`config.mk`:
```
export PLATFORM = sky130hd
export DESIGN_NAME = soft_rtc_calendar
export DESIGN_NICKNAME = d
export VERILOG_FILES = /design/src/sv/rtccal_pkg.sv /design/src/sv/soft_rtc_calendar.sv /design/src/sv/rtccal_weekday.sv /design/src/sv/rtccal_core.sv
export SDC_FILE = /design/constraint.sdc
export NUM_CORES = 1
export LEC_CHECK = 0
export BUFFER_PORTS_ARGS = -buffer_cell sky130_fd_sc_hd__buf_2
export CAP_MARGIN = 20
export CORE_UTILIZATION = 25
export CTS_CLUSTER_DIAMETER = 200
export DETAILED_ROUTE_END_ITERATION = 16
export SLEW_MARGIN = 20
export SYNTH_ARGS = -nofsm -noshare
export SYNTH_HDL_FRONTEND = slang
export SYNTH_SLANG_ARGS = --single-unit
```
`constraint.sdc`:
```
create_clock -name clock -period 12.6 [get_ports clock]
set_input_delay 1.26 -clock clock [delete_from_list [all_inputs] [get_ports clock]]
set_output_delay 1.26 -clock clock [all_outputs]
set_load 0.005 [all_outputs]
```
`src/sv/rtccal_pkg.sv`:
```
// ----------------------------------------------------------------------------
// rtccal_pkg
// types, constants and calendar helpers shared by the calendar clock modules
// ----------------------------------------------------------------------------
package rtccal_pkg;

   localparam logic KIND_SAMPLE = 1'b0;
   localparam logic KIND_SET    = 1'b1;

   localparam logic [15:0] TICKS_PER_SECOND_RESET = 16'd1000;

   typedef struct packed {
      logic        kind;
      logic [31:0] tick_count;
      logic [5:0]  set_second;
      logic [5:0]  set_minute;
      logic [4:0]  set_hour;
      logic [4:0]  set_day;
      logic [3:0]  set_month;
      logic [6:0]  set_year;
      logic [6:0]  set_century;
   } req_type;

   typedef struct packed {
      logic        second_advanced;
      logic [5:0]  cur_second;
      logic [5:0]  cur_minute;
      logic [4:0]  cur_hour;
      logic [4:0]  cur_day;
      logic [3:0]  cur_month;
      logic [6:0]  cur_year;
      logic [6:0]  cur_century;
      logic [2:0]  cur_weekday;
   } rsp_type;

   typedef struct packed {
      logic [5:0] second;
      logic [5:0] minute;
      logic [4:0] hour;
      logic [4:0] day;
      logic [3:0] month;
      logic [6:0] year;
      logic [6:0] century;
      logic [2:0] weekday;
   } time_type;

   // 2000-01-01 00:00:00, a saturday
   localparam time_type TIME_RESET = '{
      second:  6'd0,
      minute:  6'd0,
      hour:    5'd0,
      day:     5'd1,
      month:   4'd1,
      year:    7'd0,
      century: 7'd21,
      weekday: 3'd6
   };

   // full year + 400 as hundreds * 100 + rest, rest below 100
   typedef struct packed {
      logic [7:0] hundreds;
      logic [6:0] rest;
   } year_split_type;

   function automatic year_split_type split_year(input logic [6:0] century,
                                                 input logic [6:0] year);
      year_split_type ys;
      if (year >= 7'd100) begin
         ys.hundreds = {1'b0, century} + 8'd4;
         ys.rest     = year - 7'd100;
      end else begin
         ys.hundreds = {1'b0, century} + 8'd3;
         ys.rest     = year;
      end
      return ys;
   endfunction

   function automatic logic is_leap(input year_split_type ys);
      return ((ys.rest[1:0] == 2'd0) && (ys.rest != 7'd0)) ||
             ((ys.rest == 7'd0) && (ys.hundreds[1:0] == 2'd0));
   endfunction

   function automatic logic [4:0] month_days(input logic [3:0] month, input logic leap);
      logic [4:0] days;
      case (month) inside
         4'd2:                      days = leap ? 5'd29 : 5'd28;
         4'd4, 4'd6, 4'd9, 4'd11:   days = 5'd30;
         default:                   days = 5'd31;
      endcase
      return days;
   endfunction

endpackage

```
`src/sv/soft_rtc_calendar.sv`:
```
// ----------------------------------------------------------------------------
// soft_rtc_calendar
// calendar clock driven by samples of a free-running 32-bit tick counter
// ----------------------------------------------------------------------------
// request channel (req_valid, req_stall, req_data): each transaction is either
// a tick counter sample or a set of the date and time. a sample advances the
// clock one second when at least ticks_per_second ticks have passed since the
// last counted second; the carry runs through minute, hour, day, month, year
// and century. a set loads all fields and derives the weekday.
// response channel (rsp_valid, rsp_stall, rsp_data): one transaction per
// request with the time after it and a flag for an advanced second.
// csr port: csr_write_enable with csr_write_data writes ticks_per_second;
// write only while no request is in flight.
// requests pass one input register and one response register with the
// calendar update between them. one request per cycle is sustained while the
// response is not stalled; the rate is set by the single calendar update stage.
// a stalled response holds; a full input register holds too and sets req_stall.
// reset brings the clock to 2000-01-01 00:00:00 saturday, last tick 0 and
// ticks_per_second 1000, and empties both registers.
// ----------------------------------------------------------------------------
module soft_rtc_calendar
   import rtccal_pkg::*;
(
   input  logic        clock,
   input  logic        reset,
   input  logic        req_valid,
   output logic        req_stall,
   input  req_type     req_data,
   output logic        rsp_valid,
   input  logic        rsp_stall,
   output rsp_type     rsp_data,
   input  logic        csr_write_enable,
   input  logic [15:0] csr_write_data
);

   logic        in_valid_ff;
   logic        in_valid_in;
   req_type     in_data_ff;
   logic        rsp_valid_ff;
   logic        rsp_valid_in;
   rsp_type     rsp_data_ff;
   rsp_type     result;
   logic [15:0] tps_ff;
   logic        move;
   logic        accept;

   assign move         = in_valid_ff & (~rsp_valid_ff | ~rsp_stall);
   assign req_stall    = in_valid_ff & ~move;
   assign accept       = req_valid & ~req_stall;
   assign in_valid_in  = accept | (in_valid_ff & ~move);
   assign rsp_valid_in = move | (rsp_valid_ff & rsp_stall);

   rtccal_core u_core (
      .clock            (clock),
      .reset            (reset),
      .step             (move),
      .item             (in_data_ff),
      .ticks_per_second (tps_ff),
      .result           (result)
   );

   always_ff @(posedge clock) begin
      if (reset) begin
         in_valid_ff  <= 1'b0;
         rsp_valid_ff <= 1'b0;
         tps_ff       <= TICKS_PER_SECOND_RESET;
      end else begin
         in_valid_ff  <= in_valid_in;
         rsp_valid_ff <= rsp_valid_in;
         if (csr_write_enable) begin
            tps_ff <= csr_write_data;
         end
      end
   end

   always_ff @(posedge clock) begin
      if (accept) begin
         in_data_ff <= req_data;
      end
      if (move) begin
         rsp_data_ff <= result;
      end
   end

   assign rsp_valid = rsp_valid_ff;
   assign rsp_data  = rsp_data_ff;

endmodule

```
`src/sv/rtccal_weekday.sv`:
```
// ----------------------------------------------------------------------------
// rtccal_weekday
// weekday of a date by the kim larsson formula, 1 monday through 7 sunday
// ----------------------------------------------------------------------------
module rtccal_weekday
   import rtccal_pkg::*;
(
   input  logic [4:0] day,
   input  logic [3:0] month,
   input  logic [6:0] year,
   input  logic [6:0] century,
   output logic [2:0] weekday
);

   // floor(3 * (m + 1) / 5)
   function automatic logic [3:0] month_term(input logic [3:0] m);
      logic [3:0] t;
      case (m)
         4'd0:    t = 4'd0;
         4'd1:    t = 4'd1;
         4'd2:    t = 4'd1;
         4'd3:    t = 4'd2;
         4'd4:    t = 4'd3;
         4'd5:    t = 4'd3;
         4'd6:    t = 4'd4;
         4'd7:    t = 4'd4;
         4'd8:    t = 4'd5;
         4'd9:    t = 4'd6;
         4'd10:   t = 4'd6;
         4'd11:   t = 4'd7;
         4'd12:   t = 4'd7;
         4'd13:   t = 4'd8;
         default: t = 4'd9;
      endcase
      return t;
   endfunction

   // octal digit folding, 8 is 1 mod 7
   function automatic logic [2:0] mod7(input logic [9:0] x);
      logic [4:0] s1;
      logic [3:0] s2;
      logic [2:0] s3;
      s1 = {2'b0, x[2:0]} + {2'b0, x[5:3]} + {2'b0, x[8:6]} + {4'b0, x[9]};
      s2 = {1'b0, s1[2:0]} + {2'b0, s1[4:3]};
      s3 = s2[2:0] + {2'b0, s2[3]};
      return (s3 == 3'd7) ? 3'd0 : s3;
   endfunction

   year_split_type ys;
   logic [7:0]     q;
   logic [6:0]     r;
   logic [3:0]     m;
   logic [9:0]     sum;
   logic [2:0]     w;

   always_comb begin
      ys = split_year(century, year);
      q  = ys.hundreds;
      r  = ys.rest;
      m  = month;
      if ((month == 4'd1) || (month == 4'd2)) begin
         m = month + 4'd12;
         if (r == 7'd0) begin
            q = q - 8'd1;
            r = 7'd99;
         end else begin
            r = r - 7'd1;
         end
      end
      // 100q - q + 25q is 5q mod 7, y/400 is q/4
      sum = {5'b0, day} + 10'd1 + {5'b0, m, 1'b0} + {6'b0, month_term(m)}
          + {q, 2'b0} + {2'b0, q} + {4'b0, q[7:2]}
          + {3'b0, r} + {5'b0, r[6:2]};
      w   = mod7(sum);
   end

   assign weekday = (w == 3'd0) ? 3'd7 : w;

endmodule

```
`src/sv/rtccal_core.sv`:
```
// ----------------------------------------------------------------------------
// rtccal_core
// calendar state, second detection on tick samples and carry cascade
// ----------------------------------------------------------------------------
module rtccal_core
   import rtccal_pkg::*;
(
   input  logic        clock,
   input  logic        reset,
   input  logic        step,
   input  req_type     item,
   input  logic [15:0] ticks_per_second,
   output rsp_type     result
);

   time_type       time_ff;
   time_type       time_in;
   logic [31:0]    last_tick_ff;
   logic [31:0]    last_tick_in;
   logic [31:0]    diff;
   logic           advanced;
   logic [2:0]     set_weekday;
   logic [4:0]     dim;
   logic [6:0]     sec_inc;
   logic [6:0]     min_inc;
   logic [5:0]     hour_inc;
   logic [5:0]     day_inc;
   logic [4:0]     month_inc;
   logic [7:0]     year_inc;

   rtccal_weekday u_weekday (
      .day     (item.set_day),
      .month   (item.set_month),
      .year    (item.set_year),
      .century (item.set_century),
      .weekday (set_weekday)
   );

   assign dim = month_days(time_ff.month, is_leap(split_year(time_ff.century, time_ff.year)));

   always_comb begin
      time_in      = time_ff;
      last_tick_in = last_tick_ff;
      advanced     = 1'b0;
      diff         = item.tick_count - last_tick_ff;
      sec_inc      = {1'b0, time_ff.second} + 7'd1;
      min_inc      = {1'b0, time_ff.minute} + 7'd1;
      hour_inc     = {1'b0, time_ff.hour} + 6'd1;
      day_inc      = {1'b0, time_ff.day} + 6'd1;
      month_inc    = {1'b0, time_ff.month} + 5'd1;
      year_inc     = {1'b0, time_ff.year} + 8'd1;
      if (item.kind == KIND_SET) begin
         time_in.second  = item.set_second;
         time_in.minute  = item.set_minute;
         time_in.hour    = item.set_hour;
         time_in.day     = item.set_day;
         time_in.month   = item.set_month;
         time_in.year    = item.set_year;
         time_in.century = item.set_century;
         time_in.weekday = set_weekday;
      end else if (diff >= {16'b0, ticks_per_second}) begin
         advanced     = 1'b1;
         last_tick_in = item.tick_count;
         if (sec_inc < 7'd60) begin
            time_in.second = sec_inc[5:0];
         end else begin
            time_in.second = 6'd0;
            if (min_inc < 7'd60) begin
               time_in.minute = min_inc[5:0];
            end else begin
               time_in.minute = 6'd0;
               if (hour_inc < 6'd24) begin
                  time_in.hour = hour_inc[4:0];
               end else begin
                  time_in.hour    = 5'd0;
                  time_in.weekday = (time_ff.weekday >= 3'd7) ? 3'd1
                                                              : time_ff.weekday + 3'd1;
                  if (day_inc <= {1'b0, dim}) begin
                     time_in.day = day_inc[4:0];
                  end else begin
                     time_in.day = 5'd1;
                     if (month_inc <= 5'd12) begin
                        time_in.month = month_inc[3:0];
                     end else begin
                        time_in.month = 4'd1;
                        if (year_inc <= 8'd99) begin
                           time_in.year = year_inc[6:0];
                        end else begin
                           time_in.year    = 7'd0;
                           time_in.century = (time_ff.century >= 7'd100) ? 7'd1
                                                                         : time_ff.century + 7'd1;
                        end
                     end
                  end
               end
            end
         end
      end
   end

   always_ff @(posedge clock) begin
      if (reset) begin
         time_ff      <= TIME_RESET;
         last_tick_ff <= 32'd0;
      end else if (step) begin
         time_ff      <= time_in;
         last_tick_ff <= last_tick_in;
      end
   end

   always_comb begin
      result.second_advanced = advanced;
      result.cur_second      = time_in.second;
      result.cur_minute      = time_in.minute;
      result.cur_hour        = time_in.hour;
      result.cur_day         = time_in.day;
      result.cur_month       = time_in.month;
      result.cur_year        = time_in.year;
      result.cur_century     = time_in.century;
      result.cur_weekday     = time_in.weekday;
   end

endmodule

```
---- Word-level counts from Yosys, hierarchy flattened ----
Memories as Yosys holds them, arrays and structs flattened.
Index checks and enable logic that the tools add are counted.
word-level totals
  register bits ........................... 210
  memories ................................ 1
  logic and storage cells ................. 134
  output and inout bits ................... 46
  input bits .............................. 94
  bits in read-only memories .............. 64
cells by class
  add/sub/neg operators ................... 31
  reductions and logical operators ........ 12
  bitwise operators ....................... 12
  equality and inequality tests ........... 8
  muxes and demuxes ....................... 29
  magnitude comparators ................... 11
memory list
  name             words  bits a word  rd ports  clocked after Yosys merged registers in  wr ports  line                  source
  (no name shown)  16     4            1         0                                        0         rtccal_weekday.sv:18  case (m)
operator list
  kind                                                                          count
  43-bit 2-to-1 mux                                                             2
  37-bit 2-to-1 mux                                                             1
  7-bit 2-to-1 mux                                                              5
  32-bit by 16-bit greater-or-equal comparator with 1-bit output                1
  32-bit subtractor                                                             1
  31-bit 2-to-1 mux                                                             1
  26-bit 2-to-1 mux                                                             1
  7-bit greater-or-equal comparator, second input constant                      3
  5-bit by 1-bit adder with 6-bit output, second input constant                 3
  18-bit 2-to-1 mux                                                             1
  8-bit 2-to-1 mux                                                              2
  15-bit 2-to-1 mux                                                             1
  5-bit 2-to-1 mux                                                              3
  6-bit by 1-bit adder with 7-bit output, second input constant                 2
  7-bit zero test                                                               2
  7-bit by 6-bit less-than comparator with 1-bit output, second input constant  2
  14-bit 2-to-1 mux                                                             1
  7-bit subtractor, second input constant                                       2
  6-bit 2-to-1 mux                                                              2
  10-bit by 5-bit adder with 10-bit output                                      1
  10-bit by 6-bit adder with 10-bit output                                      1
  10-bit by 7-bit adder with 10-bit output                                      1
  10-bit by 8-bit adder with 10-bit output                                      1
  8-bit by 10-bit adder with 10-bit output                                      1
  other kinds (42)                                                              62

---- Logic depth before layout (Yosys ltp) ----
  depth after elaboration ................. 20
  gate-level depth with buffers ........... 46
  depth with buffers taken out ............ 45

---- Hierarchy ----
A second synthesis with hierarchy kept.
second synthesis, totals
  cell total of the unflattened synthesis .. 1656
  area total of the unflattened synthesis .. 14888.0 µm²
by module, submodules not included
  module             sequential area each (µm²)  area an instance (µm²)  instances  cells an instance
  rtccal_core        1501.4                      8175.3                  1          1184
  soft_rtc_calendar  3873.7                      4191.5                  1          179
  rtccal_weekday     0.0                         2521.2                  1          293

---- Worst setup path after synthesis ----
OpenSTA, ideal clock, no wires.
  path kind ............................... reg-to-reg
  from .................................... reg in_data_ff[7] (netlist bit)
  to ...................................... reg rsp_data_ff (netlist bit rsp_data[1]), data pin
  setup time .............................. 0.255 ns
  required time ........................... 12.345 ns
  arrival time ............................ 9.316 ns
  stages on the path, launching flop included .. 45
  period minus slack after synthesis ...... 9.570 ns
  setup slack ............................. 3.030 ns
  path buffers ............................ 1
  cells stage by stage .................... edfxtp_1 -> inv_1 -> ha_1 -> nand2_1 -> a21oi_1 -> nand3_1 -> o31ai_1 -> and4_1 -> and2_1 -> clkbuf_1 -> nor4b_1 -> xnor2_1 -> inv_1 -> fa_1 -> inv_1 -> fa_1 -> fa_1 -> inv_1 -> [... 9 more ...] -> xnor2_1 -> xnor2_1 -> fa_1 -> inv_1 -> ha_1 -> fa_1 -> a21oi_1 -> nor2_1 -> ha_1 -> a21o_1 -> and2_1 -> ha_1 -> ha_1 -> xnor2_1 -> xnor2_1 -> nor2_1 -> or3_1 -> and2_1
RTL lines
  item                    line                     source
  from (decl)             soft_rtc_calendar.sv:38  req_type in_data_ff;
  from (signal assigned)  soft_rtc_calendar.sv:78  in_data_ff <= req_data;
  to (signal assigned)    soft_rtc_calendar.sv:81  rsp_data_ff <= result;
  to (decl)               soft_rtc_calendar.sv:41  rsp_type rsp_data_ff;

==> run_results.csv <==
group,metric,value,unit
clock_tree,ctsHoldBuffers,0,
route,wl_per_cell,16.8,um
sta,slew_headroom,32.5,%
logic_synthesis,synth_area_leaders,"edfxtp_1, dfxtp_1, ha_1, nand2_1, fa_1",
cells_and_area,stdcell_count,2501,
worst_setup_path,path_class,"flop to flop",
clock_tree,htreeDepth,1,
sta,hold_viol,0,
sta,tightest_slew,1010,ps
sta,period_share,81.3,%
placement,gp_congestion,0.882,
clock_tree,cts_setup_buffers,0,
clock_tree,cts_tree,"done",
worst_setup_path,crit_slowest_cell,"fa_1",
route,drt-initial-drc-count,774,
worst_setup_path,reg2reg_to,"rsp_data[1]",
logic_synthesis,synth.net_count,1869,
worst_setup_path,arrival,10550,ps
clock_tree,cts_resized,0,
floorplanning,row_count,87,
logic_synthesis,synth_edf_count,117,
worst_setup_path,rr_worst_depth,44,
logic_synthesis,synth-main-ff-cell,"edfxtp_1",
clock_tree,clock-sinks,210,
global_route,grt_pass1_wl,65700,um
worst_setup_path,path_buf_inv,7,
logic_synthesis,synth_common_cells,"nand2_1, inv_1, a21oi_1",
logic_synthesis,synth.most_common_cell,"nand2_1",
sta,fin_hold_ws,454,ps
cells_and_area,fin_nets,1960,
worst_setup_path,r2r_setup_slack,2360,ps
logic_synthesis,seq_area_frac_synth,37.1,%
worst_setup_path,critical_path.startpoint_type,"flop",
worst_setup_path,slowest_delay,580,ps
floorplanning,fp.dieH,243,um
pwr,leakage,6.49,nW
global_route,grt_util_met1,17.3,%
worst_hold_path,hp-start,"u_core.last_tick_ff[4]",
logic_synthesis,netlist-cell-type-count,87,
global_route,grt_pass1_vias,12200,
sta,min_period,10240,ps
floorplanning,start_util,25.5,%
global_route,grt_max_degree,90,
clock_tree,max-clock-path-buffers,3,
clock_tree,clkLatencyLatePin,560,ps
route,dr_total_vias,12400,
placement,dp_hpwl,30200,um
route,drtPass1Iterations,8,
sta,clock_skew,22.3,ps
logic_synthesis,ys_async_sr_fraction,0,%
flow_run,maxCapViolCount,0,
sta,tns,0,ps
worst_setup_path,endpoint_kind,"flop",
pwr,irDropWorstVdd,0.940,mV
logic_synthesis,synth_top_cell_area_share,24.3,%
outcome,status,"finished clean",
route,drc,0,
worst_setup_path,worst_ep_required_time,12910,ps
worst_setup_path,crit_family,"adder cells",
logic_synthesis,syn_avg_cell_area,8.86,sq um
cells_and_area,fillers,6006,
cells_and_area,syn2layout_area_growth,15.5,%
logic_synthesis,syn_area,14500,sq um
sta,finalSetupViolations,0,
pwr,power_density,286,nW/um^2
worst_hold_path,holdPathEnd,"u_core.last_tick_ff[4]",
placement,place_inst,2453,
logic_synthesis,yosys.area.top_type,"edfxtp_1",
worst_setup_path,crit_cells,44,
clock_tree,root_buffer,"clkbuf_16",
floorplanning,io-pin-count,140,
worst_hold_path,min_path_type,"flop to flop",
route,via_per_inst,4.98,
route,drtAntennaViolNets,0,
global_route,antenna_found_initial,1,
cells_and_area,antenna_cells,0,
worst_setup_path,r2r_start,"in_data_ff[10]",
placement,numPortBuffers,139,
floorplanning,coreArea,56800,sq um
logic_synthesis,ys_ff_latch,210,
global_route,grt_overflow,0,
sta,slew_violations,0,
cells_and_area,layout-drive-gt1-share,13.2,%
clock_tree,clkTransAtPathRegs,60,ps
global_route,track_usage,13.8,%
global_route,grt_util_met2,24.6,%
route,totalWireLength,42000,um
sta,rsz0062_at_grt,"false",
sta,fmax,97.7,MHz
logic_synthesis,synth_cells,1634,
floorplanning,dieArea,58900,sq um
worst_hold_path,min_path_cells,2,
global_route,grt.met3_usage,1.93,%
logic_synthesis,yosysWarnings,0,
worst_setup_path,critPathMaxFanout,16,
clock_tree,numCtsBuffers,26,
global_route,grt_busiest_layer,"met2",
floorplanning,die_w,243,um
-- through the flow --
step                      power (mW)  util, %  cell area [sq um]  worst slack (ps)
after floorplan                 3.43        -              14500              3030
after global placement          3.91     27.9              15900              2660
after detailed placement        4.06     27.9              15900              2350
after CTS                       4.85     29.4              16700              2330
after global routing            5.32     29.4              16700              1630
final                           4.78     29.4              16700              2360
-- metal layers --
layer | vias to the layer above | part of all wire, %
li1 | 6035 | -
met1 | 5982 | 43
met2 | 367 | 49
met3 | 62 | 4.7
met4 | 2 | 2.3
met5 | - | 0.040
-- worst reg2reg max path: cells and delay by family, from the launching register on --
family,cells,cell delay (ps)
AO/OA/AOI/OAI,10,1550
flip-flops,1,480
adder cells (fa/ha/maj),12,4340
AND/OR/NAND/NOR,10,2070
buffers and inverters,7,650
XOR/XNOR,5,930
-- registers in the layout (all words and copies together) (netlist names) --
register and cells:
in_data_ff 73, rsp_data 44, u_core.time_ff 43, u_core.last_tick_ff 32
tps_ff 16, in_valid_ff 1, rsp_valid 1
-- how the worst max path moves through the flow --
stage,slack (ps),from,endpoint
after global routing,1630,in_data_ff[8],rsp_data[1]
after CTS,2330,in_data_ff[10],rsp_data[1]
final,2360,in_data_ff[10],rsp_data[1]
after global placement,2660,in_data_ff[8],rsp_data[1]
after floorplan,3030,in_data_ff[7],rsp_data[1]
after detailed placement,2350,in_data_ff[10],rsp_data[1]
-- cells by family after synthesis --
family	share of synthesized area (%)
mux	2.38
xor+xnor	3.51
compound gates	19.2
buf+inv	6.49
simple gates	17.3
flops	37.1
fa+ha+maj	14.0
-- report_power, final --
group / internal [mW] / total, mW / switching, mW
clock: 0.449 / 0.762 / 0.314
combinational: 1.42 / 3.13 / 1.71
sequential: 0.847 / 0.879 / 0.0327
total: 2.72 / 4.78 / 2.06
-- cell type report --
cell class	count	area (sq um)	area share (%)
multi-input combinational	1187	8170	48.9
sequential	210	5380	32.2
clock buffer	33	728	4.36
tap	756	946	5.66
timing repair buffer	155	816	4.88
clock inverter	15	134	0.801
inverter	145	546	3.26
-- cell usage in the layout (no fill, tap or decap), types with 37 or more instances in the layout --
cell type  instances
o21ai_0           82
a31oi_1           38
a21oi_1          126
dfxtp_1           93
buf_2            139
nor2_1           102
ha_1             107
nand3_1           47
nand2_1          206
edfxtp_1         117
inv_1            142
xnor2_1           37
No activity file was read; power rests on OpenSTA's default activity.
